<file path="config.mk">
export PLATFORM = sky130hd
export DESIGN_NAME = phase_interferometer_bearing
export DESIGN_NICKNAME = d
export VERILOG_FILES = /design/src/rtl/pib_pkg.sv /design/src/rtl/phase_interferometer_bearing.sv /design/src/rtl/pib_cordic.sv /design/src/rtl/pib_isqrt.sv
export SDC_FILE = /design/constraint.sdc
export NUM_CORES = 2
export LEC_CHECK = 0
export ABC_AREA = 0
export CAP_MARGIN = 20
export CELL_PAD_IN_SITES_DETAIL_PLACEMENT = 0
export CELL_PAD_IN_SITES_GLOBAL_PLACEMENT = 1
export CORE_ASPECT_RATIO = 0.8
export CORE_MARGIN = 5
export CORE_UTILIZATION = 52
export CTS_CLUSTER_SIZE = 20
export DETAILED_ROUTE_END_ITERATION = 12
export DONT_BUFFER_PORTS = 1
export HOLD_SLACK_MARGIN = 0.06
export PLACE_DENSITY = 0.79
export REMOVE_ABC_BUFFERS = 1
export SLEW_MARGIN = 20
export SYNTH_ARGS = -nofsm -noshare
export SYNTH_HDL_FRONTEND = slang
export SYNTH_SLANG_ARGS = --single-unit
</file>
<file path="constraint.sdc">
create_clock -name i_clk -period 11.85 [get_ports i_clk]
set_input_delay 1.7775 -clock i_clk [delete_from_list [all_inputs] [get_ports i_clk]]
set_output_delay 1.7775 -clock i_clk [all_outputs]
set_load 0.02 [all_outputs]
</file>
<file path="src/rtl/pib_pkg.sv">
// Shared types, constants and the CORDIC arctangent table for the phase
// interferometer bearing block. No dependencies.
package pib_pkg;

    // Default parameter values
    localparam int PHASE_BITS_DEF   = 16;
    localparam int CORDIC_STEPS_DEF = 16;

    // CORDIC datapath width: holds 2^30 magnitudes grown by the CORDIC gain
    localparam int CW           = 34;
    localparam int ATAN_ENTRIES = 24;

    // Square root unit: 61-bit radicand, 31-bit root
    localparam int SQ_IN_W   = 61;
    localparam int SQ_ROOT_W = 31;

    // Wavelength over baseline after reset, unsigned Q16.16
    localparam logic [31:0] WOB_RESET = 32'd982359926;

    // Degrees in a turn times 256, and the largest bearing (90 degrees)
    localparam logic [31:0] DEG_SCALE = 32'd92160;
    localparam logic [14:0] ANGLE_MAX = 15'd23040;

    typedef enum logic [3:0] {
        S_IDLE,
        S_PHA_GO,
        S_PHA_WAIT,
        S_PHB_GO,
        S_PHB_WAIT,
        S_DIFF,
        S_MUL_P,
        S_SINE,
        S_MUL_S,
        S_SQ_GO,
        S_SQ_WAIT,
        S_ANG_GO,
        S_ANG_WAIT,
        S_MUL_A,
        S_FIN
    } t_state;

    // atan(2^-k) as a fraction of a turn, scaled by 2^32
    function automatic logic [31:0] atan_turn(input logic [4:0] k);
        logic [31:0] v;
        case (k)
            5'd0:    v = 32'h20000000;
            5'd1:    v = 32'h12E4051E;
            5'd2:    v = 32'h09FB385B;
            5'd3:    v = 32'h051111D4;
            5'd4:    v = 32'h028B0D43;
            5'd5:    v = 32'h0145D7E1;
            5'd6:    v = 32'h00A2F61E;
            5'd7:    v = 32'h00517C55;
            5'd8:    v = 32'h0028BE53;
            5'd9:    v = 32'h00145F2F;
            5'd10:   v = 32'h000A2F98;
            5'd11:   v = 32'h000517CC;
            5'd12:   v = 32'h00028BE6;
            5'd13:   v = 32'h000145F3;
            5'd14:   v = 32'h0000A2FA;
            5'd15:   v = 32'h0000517D;
            5'd16:   v = 32'h000028BE;
            5'd17:   v = 32'h0000145F;
            5'd18:   v = 32'h00000A30;
            5'd19:   v = 32'h00000518;
            5'd20:   v = 32'h0000028C;
            5'd21:   v = 32'h00000146;
            5'd22:   v = 32'h000000A3;
            5'd23:   v = 32'h00000051;
            default: v = 32'h00000000;
        endcase
        return v;
    endfunction

endpackage

</file>
<file path="src/rtl/phase_interferometer_bearing.sv">
// Top level of the two-channel phase interferometer: sequencer, shared
// multiplier, held phases and stream ports. Depends on pib_pkg, pib_cordic
// and pib_isqrt.
//
//  Channel   Dir  Handshake                    Payload
//  s_axis    in   s_axis_tvalid/s_axis_tready  tdata: i_a, q_a, i_b, q_b
//  m_axis    out  m_axis_tvalid/m_axis_tready  tdata: phase_diff, angle_deg;
//                                              tuser: in_range
//  cfg       in   i_cfg_valid/o_cfg_ready      i_cfg_data: wavelength_over_base
//
// One item at a time. With both Q parts nonzero an item takes two phase
// CORDIC passes, the square root and the bearing CORDIC pass, one after
// another; the three CORDIC passes share the one CORDIC unit. Reusing held
// phases drops two passes; a sine above one skips the square root and bearing
// pass.
// Synchronous active-low reset clears control, held phases and output valid
// and loads the ratio with WOB_RESET; no clearing pass. A stalled output holds
// in the output register while the next item is taken in.
module phase_interferometer_bearing
    import pib_pkg::*;
#(
    parameter int PHASE_BITS   = PHASE_BITS_DEF,
    parameter int CORDIC_STEPS = CORDIC_STEPS_DEF
) (
    input  logic        i_clk,
    input  logic        i_rst_n,
    // tdata: i_a[15:0], q_a[31:16], i_b[47:32], q_b[63:48]
    input  logic        s_axis_tvalid,
    output logic        s_axis_tready,
    input  logic [63:0] s_axis_tdata,
    // tdata: phase_diff[PHASE_BITS:0], angle_deg (15 bits) above it, zero fill
    output logic        m_axis_tvalid,
    input  logic        m_axis_tready,
    output logic [((PHASE_BITS+16+7)/8)*8-1:0] m_axis_tdata,
    // tuser: in_range[0]
    output logic [0:0]  m_axis_tuser,
    input  logic        i_cfg_valid,
    output logic        o_cfg_ready,
    input  logic [31:0] i_cfg_data
);

    localparam int DW   = PHASE_BITS + 1;              // phase_diff width
    localparam int TDW  = ((PHASE_BITS + 16 + 7) / 8) * 8;
    localparam int PW   = PHASE_BITS + 33;             // diff * wob width
    localparam int SFW  = PW + 5;                      // sine before clamp
    localparam int SR   = (PHASE_BITS > 14) ? PHASE_BITS - 14 : 0;
    localparam int SL   = (PHASE_BITS > 14) ? 0 : 14 - PHASE_BITS;
    localparam int RND  = (PHASE_BITS > 14) ? (1 << (PHASE_BITS - 15)) : 0;
    localparam int HALF = 1 << (31 - PHASE_BITS);      // phase rounding

    t_state r_state;
    t_state n_state;

    // Configuration and held state
    logic [31:0]           r_wob;
    logic [PHASE_BITS-1:0] r_held_a;
    logic [PHASE_BITS-1:0] r_held_b;

    // Captured samples
    logic signed [15:0] r_ia;
    logic signed [15:0] r_qa;
    logic signed [15:0] r_ib;
    logic signed [15:0] r_qb;

    // Working registers
    logic [DW-1:0]        r_diff;
    logic [63:0]          r_prod;
    logic                 r_ok;
    logic [30:0]          r_s30;
    logic [SQ_ROOT_W-1:0] r_c30;
    logic [31:0]          r_zpos;

    // Output register
    logic          r_m_valid;
    logic [DW-1:0] r_m_diff;
    logic [14:0]   r_m_angle;
    logic          r_m_ok;

    // Unit hookups
    logic                 cor_start;
    logic signed [CW-1:0] cor_x;
    logic signed [CW-1:0] cor_y;
    logic                 cor_done;
    logic [31:0]          cor_z;
    logic                 sq_start;
    logic [SQ_IN_W-1:0]   sq_n;
    logic                 sq_done;
    logic [SQ_ROOT_W-1:0] sq_root;
    logic [31:0]          mul_a;
    logic [31:0]          mul_b;

    logic                  s_acc;
    logic                  both_nz;
    logic                  out_free;
    logic [32:0]           q_sum;
    logic [PHASE_BITS-1:0] ph_q;
    logic [PHASE_BITS-1:0] d_low;
    logic [SFW-1:0]        s_full;
    logic                  ok_now;
    logic [63:0]           ang_rnd;
    logic [14:0]           ang_fin;

    assign s_acc    = s_axis_tvalid && s_axis_tready;
    assign both_nz  = (s_axis_tdata[31:16] != 16'd0) && (s_axis_tdata[63:48] != 16'd0);
    assign out_free = !r_m_valid || m_axis_tready;

    // Round the CORDIC angle to PHASE_BITS, wrapping modulo one turn
    assign q_sum = {1'b0, cor_z} + 33'(HALF);
    assign ph_q  = q_sum[31:32-PHASE_BITS];

    // Phase difference, zero mapped to a full turn
    assign d_low = r_held_a - r_held_b;

    // Sine in Q30 from diff * wob, rounded half up, clamped to one
    assign s_full = ((SFW'(r_prod[PW-1:0]) + SFW'(RND)) >> SR) << SL;
    assign ok_now = (r_prod <= (64'd1 << (PHASE_BITS + 16)));

    // Bearing: round(z * 92160 / 2^32), clamped to 90 degrees
    assign ang_rnd = (r_prod + 64'h0000_0000_8000_0000) >> 32;
    assign ang_fin = (ang_rnd > 64'(ANGLE_MAX)) ? ANGLE_MAX : ang_rnd[14:0];

    // ---------------- Next state ----------------
    always_comb begin
        n_state = r_state;
        case (r_state)
            S_IDLE: begin
                if (s_acc) begin
                    n_state = both_nz ? S_PHA_GO : S_DIFF;
                end
            end
            S_PHA_GO:   n_state = S_PHA_WAIT;
            S_PHA_WAIT: if (cor_done) n_state = S_PHB_GO;
            S_PHB_GO:   n_state = S_PHB_WAIT;
            S_PHB_WAIT: if (cor_done) n_state = S_DIFF;
            S_DIFF:     n_state = S_MUL_P;
            S_MUL_P:    n_state = S_SINE;
            S_SINE:     n_state = ok_now ? S_MUL_S : S_FIN;
            S_MUL_S:    n_state = S_SQ_GO;
            S_SQ_GO:    n_state = S_SQ_WAIT;
            S_SQ_WAIT:  if (sq_done) n_state = S_ANG_GO;
            S_ANG_GO:   n_state = S_ANG_WAIT;
            S_ANG_WAIT: if (cor_done) n_state = S_MUL_A;
            S_MUL_A:    n_state = S_FIN;
            S_FIN:      if (out_free) n_state = S_IDLE;
            default:    n_state = S_IDLE;
        endcase
    end

    // ---------------- Unit controls and operand selection ----------------
    always_comb begin
        cor_start = 1'b0;
        cor_x     = '0;
        cor_y     = '0;
        sq_start  = 1'b0;
        sq_n      = (SQ_IN_W'(1) << 60) - r_prod[SQ_IN_W-1:0];
        mul_a     = 32'(r_diff);
        mul_b     = r_wob;
        case (r_state)
            S_PHA_GO: begin
                cor_start = 1'b1;
                cor_x     = CW'($signed({r_qa, 8'h00}));
                cor_y     = CW'($signed({r_ia, 8'h00}));
            end
            S_PHB_GO: begin
                cor_start = 1'b1;
                cor_x     = CW'($signed({r_qb, 8'h00}));
                cor_y     = CW'($signed({r_ib, 8'h00}));
            end
            S_ANG_GO: begin
                cor_start = 1'b1;
                cor_x     = CW'(r_c30);
                cor_y     = CW'(r_s30);
            end
            S_SQ_GO: begin
                sq_start = 1'b1;
            end
            S_MUL_S: begin
                mul_a = 32'(r_s30);
                mul_b = 32'(r_s30);
            end
            S_MUL_A: begin
                mul_a = r_zpos;
                mul_b = DEG_SCALE;
            end
            default: begin
                mul_a = 32'(r_diff);
                mul_b = r_wob;
            end
        endcase
    end

    // ---------------- Control registers ----------------
    always_ff @(posedge i_clk) begin
        if (!i_rst_n) begin
            r_state   <= S_IDLE;
            r_wob     <= WOB_RESET;
            r_held_a  <= '0;
            r_held_b  <= '0;
            r_m_valid <= 1'b0;
        end else begin
            r_state <= n_state;
            if (i_cfg_valid) begin
                r_wob <= i_cfg_data;
            end
            // Commit fresh phases as each CORDIC pass finishes
            if (r_state == S_PHA_WAIT && cor_done) begin
                r_held_a <= ph_q;
            end
            if (r_state == S_PHB_WAIT && cor_done) begin
                r_held_b <= ph_q;
            end
            if (r_state == S_FIN && out_free) begin
                r_m_valid <= 1'b1;
            end else if (m_axis_tready) begin
                r_m_valid <= 1'b0;
            end
        end
    end

    // ---------------- Datapath registers ----------------
    always_ff @(posedge i_clk) begin
        if (s_acc) begin
            r_ia <= s_axis_tdata[15:0];
            r_qa <= s_axis_tdata[31:16];
            r_ib <= s_axis_tdata[47:32];
            r_qb <= s_axis_tdata[63:48];
        end
        if (r_state == S_DIFF) begin
            r_diff <= {(d_low == '0), d_low};
        end
        // Shared multiplier, registered
        if (r_state == S_MUL_P || r_state == S_MUL_S || r_state == S_MUL_A) begin
            r_prod <= 64'(mul_a) * 64'(mul_b);
        end
        if (r_state == S_SINE) begin
            r_ok  <= ok_now;
            r_s30 <= (s_full > (SFW'(1) << 30)) ? (31'd1 << 30) : s_full[30:0];
        end
        if (r_state == S_SQ_WAIT && sq_done) begin
            r_c30 <= sq_root;
        end
        // Negative bearings clamp to zero
        if (r_state == S_ANG_WAIT && cor_done) begin
            r_zpos <= cor_z[31] ? 32'd0 : cor_z;
        end
        if (r_state == S_FIN && out_free) begin
            r_m_diff  <= r_diff;
            r_m_ok    <= r_ok;
            r_m_angle <= r_ok ? ang_fin : 15'd0;
        end
    end

    // ---------------- Shared units ----------------
    pib_cordic #(
        .STEPS(CORDIC_STEPS)
    ) u_cordic (
        .i_clk   (i_clk),
        .i_rst_n (i_rst_n),
        .i_start (cor_start),
        .i_x     (cor_x),
        .i_y     (cor_y),
        .o_done  (cor_done),
        .o_z     (cor_z)
    );

    pib_isqrt u_isqrt (
        .i_clk   (i_clk),
        .i_rst_n (i_rst_n),
        .i_start (sq_start),
        .i_n     (sq_n),
        .o_done  (sq_done),
        .o_root  (sq_root)
    );

    // ---------------- Ports ----------------
    assign s_axis_tready = (r_state == S_IDLE);
    assign o_cfg_ready   = 1'b1;
    assign m_axis_tvalid = r_m_valid;
    assign m_axis_tdata  = TDW'({r_m_angle, r_m_diff});
    assign m_axis_tuser  = r_m_ok;

    // ---------------- Assertions ----------------
    // CORDIC finishes only while the sequencer waits on it
    a_cor_done: assert property (@(posedge i_clk) disable iff (!i_rst_n)
        cor_done |-> (r_state == S_PHA_WAIT || r_state == S_PHB_WAIT ||
                      r_state == S_ANG_WAIT))
        else $error("CORDIC done outside a wait state");

    // Square root finishes only while the sequencer waits on it
    a_sq_done: assert property (@(posedge i_clk) disable iff (!i_rst_n)
        sq_done |-> (r_state == S_SQ_WAIT))
        else $error("square root done outside its wait state");

    // Wrapped phase difference is never zero
    a_diff_nz: assert property (@(posedge i_clk) disable iff (!i_rst_n)
        m_axis_tvalid |-> (r_m_diff != '0))
        else $error("phase difference of zero offered");

    // Out-of-range results carry a zero bearing
    a_oor_zero: assert property (@(posedge i_clk) disable iff (!i_rst_n)
        (m_axis_tvalid && !r_m_ok) |-> (r_m_angle == 15'd0))
        else $error("nonzero bearing with sine above one");

    // An accepted item leaves the idle state
    a_busy: assert property (@(posedge i_clk) disable iff (!i_rst_n)
        s_acc |=> (r_state != S_IDLE))
        else $error("sequencer idle after accepting an item");

endmodule

</file>
<file path="src/rtl/pib_cordic.sv">
// Iterative vectoring CORDIC: one micro-rotation per cycle, angle out as a
// 32-bit fraction of a turn. Depends on pib_pkg.
module pib_cordic
    import pib_pkg::*;
#(
    parameter int STEPS = CORDIC_STEPS_DEF
) (
    input  logic                 i_clk,
    input  logic                 i_rst_n,
    input  logic                 i_start,
    input  logic signed [CW-1:0] i_x,
    input  logic signed [CW-1:0] i_y,
    output logic                 o_done,
    output logic [31:0]          o_z
);

    localparam int NS = (STEPS < ATAN_ENTRIES) ? STEPS : ATAN_ENTRIES;
    localparam int KW = $clog2(NS);

    logic                 r_busy;
    logic                 r_done;
    logic [KW-1:0]        r_k;
    logic signed [CW-1:0] r_x;
    logic signed [CW-1:0] r_y;
    logic [31:0]          r_z;

    logic signed [CW-1:0] xs;
    logic signed [CW-1:0] ys;
    logic [31:0]          at;

    assign xs = r_x >>> r_k;
    assign ys = r_y >>> r_k;
    assign at = atan_turn(5'(r_k));

    always_ff @(posedge i_clk) begin
        if (!i_rst_n) begin
            r_busy <= 1'b0;
            r_done <= 1'b0;
            r_k    <= '0;
        end else begin
            r_done <= 1'b0;
            if (i_start) begin
                r_busy <= 1'b1;
                r_k    <= '0;
            end else if (r_busy) begin
                if (r_k == KW'(NS - 1)) begin
                    r_busy <= 1'b0;
                    r_done <= 1'b1;
                end else begin
                    r_k <= r_k + 1'b1;
                end
            end
        end
    end

    // Datapath: pre-rotate into the right half plane, then rotate y toward zero
    always_ff @(posedge i_clk) begin
        if (i_start) begin
            if (i_x < 0) begin
                r_x <= -i_x;
                r_y <= -i_y;
                r_z <= 32'h80000000;
            end else begin
                r_x <= i_x;
                r_y <= i_y;
                r_z <= '0;
            end
        end else if (r_busy) begin
            if (r_y > 0) begin
                r_x <= r_x + ys;
                r_y <= r_y - xs;
                r_z <= r_z + at;
            end else begin
                r_x <= r_x - ys;
                r_y <= r_y + xs;
                r_z <= r_z - at;
            end
        end
    end

    assign o_done = r_done;
    assign o_z    = r_z;

endmodule

</file>
<file path="src/rtl/pib_isqrt.sv">
// Digit-by-digit integer square root, one root bit per cycle.
// Depends on pib_pkg.
module pib_isqrt
    import pib_pkg::*;
(
    input  logic                 i_clk,
    input  logic                 i_rst_n,
    input  logic                 i_start,
    input  logic [SQ_IN_W-1:0]   i_n,
    output logic                 o_done,
    output logic [SQ_ROOT_W-1:0] o_root
);

    localparam int NW  = 2 * SQ_ROOT_W;
    localparam int RMW = SQ_ROOT_W + 2;
    localparam int CNW = $clog2(SQ_ROOT_W);

    logic                 r_busy;
    logic                 r_done;
    logic [CNW-1:0]       r_cnt;
    logic [NW-1:0]        r_n;
    logic [RMW-1:0]       r_rem;
    logic [SQ_ROOT_W-1:0] r_root;

    logic [RMW+1:0]       rem_sh;
    logic [RMW+1:0]       trial;
    logic                 take;

    assign rem_sh = {r_rem, r_n[NW-1 -: 2]};
    assign trial  = (RMW + 2)'({r_root, 2'b01});
    assign take   = (rem_sh >= trial);

    always_ff @(posedge i_clk) begin
        if (!i_rst_n) begin
            r_busy <= 1'b0;
            r_done <= 1'b0;
            r_cnt  <= '0;
        end else begin
            r_done <= 1'b0;
            if (i_start) begin
                r_busy <= 1'b1;
                r_cnt  <= '0;
            end else if (r_busy) begin
                if (r_cnt == CNW'(SQ_ROOT_W - 1)) begin
                    r_busy <= 1'b0;
                    r_done <= 1'b1;
                end else begin
                    r_cnt <= r_cnt + 1'b1;
                end
            end
        end
    end

    always_ff @(posedge i_clk) begin
        if (i_start) begin
            r_n    <= NW'(i_n);
            r_rem  <= '0;
            r_root <= '0;
        end else if (r_busy) begin
            r_n <= r_n << 2;
            if (take) begin
                r_rem  <= RMW'(rem_sh - trial);
                r_root <= {r_root[SQ_ROOT_W-2:0], 1'b1};
            end else begin
                r_rem  <= RMW'(rem_sh);
                r_root <= {r_root[SQ_ROOT_W-2:0], 1'b0};
            end
        end
    end

    assign o_done = r_done;
    assign o_root = r_root;

endmodule

</file>
==> flow_summary_export.csv <==
group,metric,value,unit
clock_network,hold_buffers,0,
die,die_area,146000,µm²
final_layout,final_cell_mix,"1083 x inv_1, 972 x nor2_1, 871 x fa_1, 866 x nand2_1, 434 x ha_1",
timing,slew_headroom,17.7,%
grt,grt_pass1_wl,364000,µm
timing,rsz0062_at_grt,"false",
critical_path,path_max_fanout,39,
logic_synthesis,synth.avg_cell_area,9.10,µm²
job,cap_viol_max_count,0,
clock_network,clk_path_buf_depth,3,
logic_synthesis,synth_edf_count,433,
final_layout,fin_util,55.6,%
logic_synthesis,async_flop_share,0,%
place,dpl.hpwl,197000,µm
die,rows,122,
timing,timing.fmax,88.5,MHz
clock_network,root_buffer,"clkbuf_16",
final_layout,nNetsFinal,9141,
critical_path,crit_arrival,11.74,ns
route,routed_wirelength,243000,µm
clock_network,cts_tree,"yes",
critical_path,criticalPathCategory,"reg2reg",
critical_path,crit_top_cell,"fa_1",
critical_path,cp_top_family,"adder cells",
grt,grt_pass1_vias,56311,
min_path,holdPathEnd,"r_wob[23]",
timing,hold_viol_final,0,
grt,grt_max_degree,73,
final_layout,layout.cells.most_common,"inv_1",
final_layout,multi_input_area,49800,µm²
critical_path,worstReg2RegEnd,"r_prod[60]",
die,core_area,138000,µm²
min_path,hold_path_startpoint,"r_wob[23]",
timing,period_needed,11.30,ns
clock_network,clk_pin_slew,0.07,ns
place,portBuffers,0,
logic_synthesis,synth_warnings,0,
final_layout,regArea,16600,µm²
grt,grt.overflow.total,0,
route,drt_first_iter_violations,6738,
clock_network,htreeDepth,3,
die,die_y,342,µm
critical_path,reg2reg_depth,31,
die,fp.dieW,425,µm
critical_path,cpPeakStageDelay,0.72,ns
final_layout,fill_cells,12555,
clock_network,clock_latency,0.71,ns
timing,period_share,95.3,%
route,drt_first_pass_iters,8,
critical_path,startpoint_type,"register",
die,start_util,52.1,%
clock_network,postCtsSetupBuffers,0,
route,ant_nets,0,
timing,fin_skew,0.0593,ns
logic_synthesis,yosys_most_used_dff,"edfxtp_1",
route,vias,58144,
grt,antenna_found_initial,14,
critical_path,cp_slowest_cell,"dfxtp_1",
logic_synthesis,synth.distinct_cells,108,
logic_synthesis,syn_area,71800,µm²
route,drc,0,
critical_path,r2r-start,"r_state[0]",
route,via_per_inst,6.02,
logic_synthesis,synth-seq-area-share,23.1,%
die,io_pins,137,
min_path,hp-class,"reg2reg",
clock_network,cts_inserted_buffers,70,
clock_network,clkSinkCount,610,
min_path,holdPathStages,2,
timing,maxSlewViolCount,0,
critical_path,worst-r2r-setup-slack,0.55,ns
clock_network,cts_resized,0,
logic_synthesis,synth_cells,7891,
final_layout,layout-drive-gt1-share,6.03,%
timing,setup_violations,0,
logic_synthesis,ys_ff_latch,610,
timing,worst_pin_slew,1.23,ns
grt,grt_usage,33.4,%
place,gp_congestion,0.996,
outcome,outcome,"finished clean",
critical_path,worstPathRequired,12.29,ns
final_layout,syn2layout_area_growth,6.67,%
route,wl_per_cell,25.2,µm
critical_path,crit_path_end_kind,"register",
critical_path,cp_num_buf_inv,7,
-- tightest hold or removal path: stages (launching register included) --
cell and delay, ns:
dfxtp_1 0.30, inv_1 0.07, o211ai_1 0.07
-- per-stage QoR --
step,setup TNS [ns],setup slack [ns],instance area [µm²],hold WS [ns],instances
6_report,0,0.554,76600,0.495,9658
5_1_grt,0,0.154,76600,0.510,9654
4_1_cts,0,0.872,76500,0.496,9652
3_5_place_dp,0,0.895,74100,0.475,9523
3_3_place_gp,0,1.02,74000,0.460,9522
2_1_floorplan,-66.29,-2.20,70100,0.429,7499
-- synthesized netlist by cell type (all sizes together), types with 79 or more instances --
cell	count	area share [%]
inv	1084	5.7
nor2	982	5.1
fa	871	24
nand2	871	4.6
ha	434	7.6
edfxtp	433	18
a21oi	334	2.3
clkbuf	327	1.7
o21ai	309	2.2
xnor2	220	2.7
xor2	196	2.4
dfxtp	177	4.9
mux2i	148	2.1
a21o	140	1.5
nand3	134	0.98
and3	89	0.78
nor3	89	0.64
buf	79	0.67
-- cells by family (layout without fill, tap and decap cells) --
| kind of cell | count (synthesis) | after routing | share of synthesized area [%] |
|---|---|---|---|
| simple gates | 2529 | 2529 | 15.6 |
| flops | 610 | 610 | 23.1 |
| xor+xnor | 416 | 416 | 5.10 |
| mux | 246 | 246 | 4.76 |
| compound gates | 1288 | 1288 | 11.5 |
| fa+ha+maj | 1305 | 1305 | 31.9 |
| other cells | 2 | 22 | 0.0105 |
| buf+inv | 1495 | 1382 | 8.08 |
-- metal layers --
layer	vias to the layer above	share of wire, %	track usage (%)
met3	350	12	10.5
met1	29048	45	51.2
met2	2828	39	44.6
met4	6	3.5	9.77
li1	25912	-	-
met5	-	0.020	0
-- sequential cells by signal, indices dropped and copies added, names as in the netlist, 17 cells and up --
| signal | cells |
|---|---|
| r_prod | 64 |
| u_isqrt.r_n | 62 |
| u_cordic.r_x | 34 |
| u_cordic.r_y | 34 |
| u_isqrt.r_rem | 33 |
| r_wob | 32 |
| u_cordic.o_z | 32 |
| r_c30 | 31 |
| r_s30 | 31 |
| r_zpos | 31 |
| u_isqrt.o_root | 31 |
| u_cordic.at | 30 |
| r_diff | 17 |
| r_m_diff | 17 |
-- how the worst max path moves through the flow --
| stage | from | endpoint | cells past startpoint |
|---|---|---|---|
| finish | r_state[0] | r_prod[60] | 31 |
| global route | r_state[0] | r_prod[60] | 33 |
| CTS | r_state[0] | r_prod[60] | 31 |
| detailed placement | r_state[0] | r_prod[60] | 31 |
| global placement | r_state[0] | r_prod[60] | 31 |
| floorplan | r_state[1] | r_prod[56] | 29 |
-- layout make-up --
| type | count | share of cell area (%) |
|---|---|---|
| flip-flops and latches | 610 | 21.6 |
| inverters | 1089 | 5.34 |
| clock inverters | 39 | 0.814 |
| diodes | 6 | 0.0196 |
| multi-input cells | 5800 | 65.1 |
| well taps | 1860 | 3.04 |
| repair buffers | 164 | 1.66 |
| clock buffers | 90 | 2.44 |
Power is left out: the tool's default activity adds up to more than one toggle a clock period on the data nets, which glitch-free logic cannot reach.
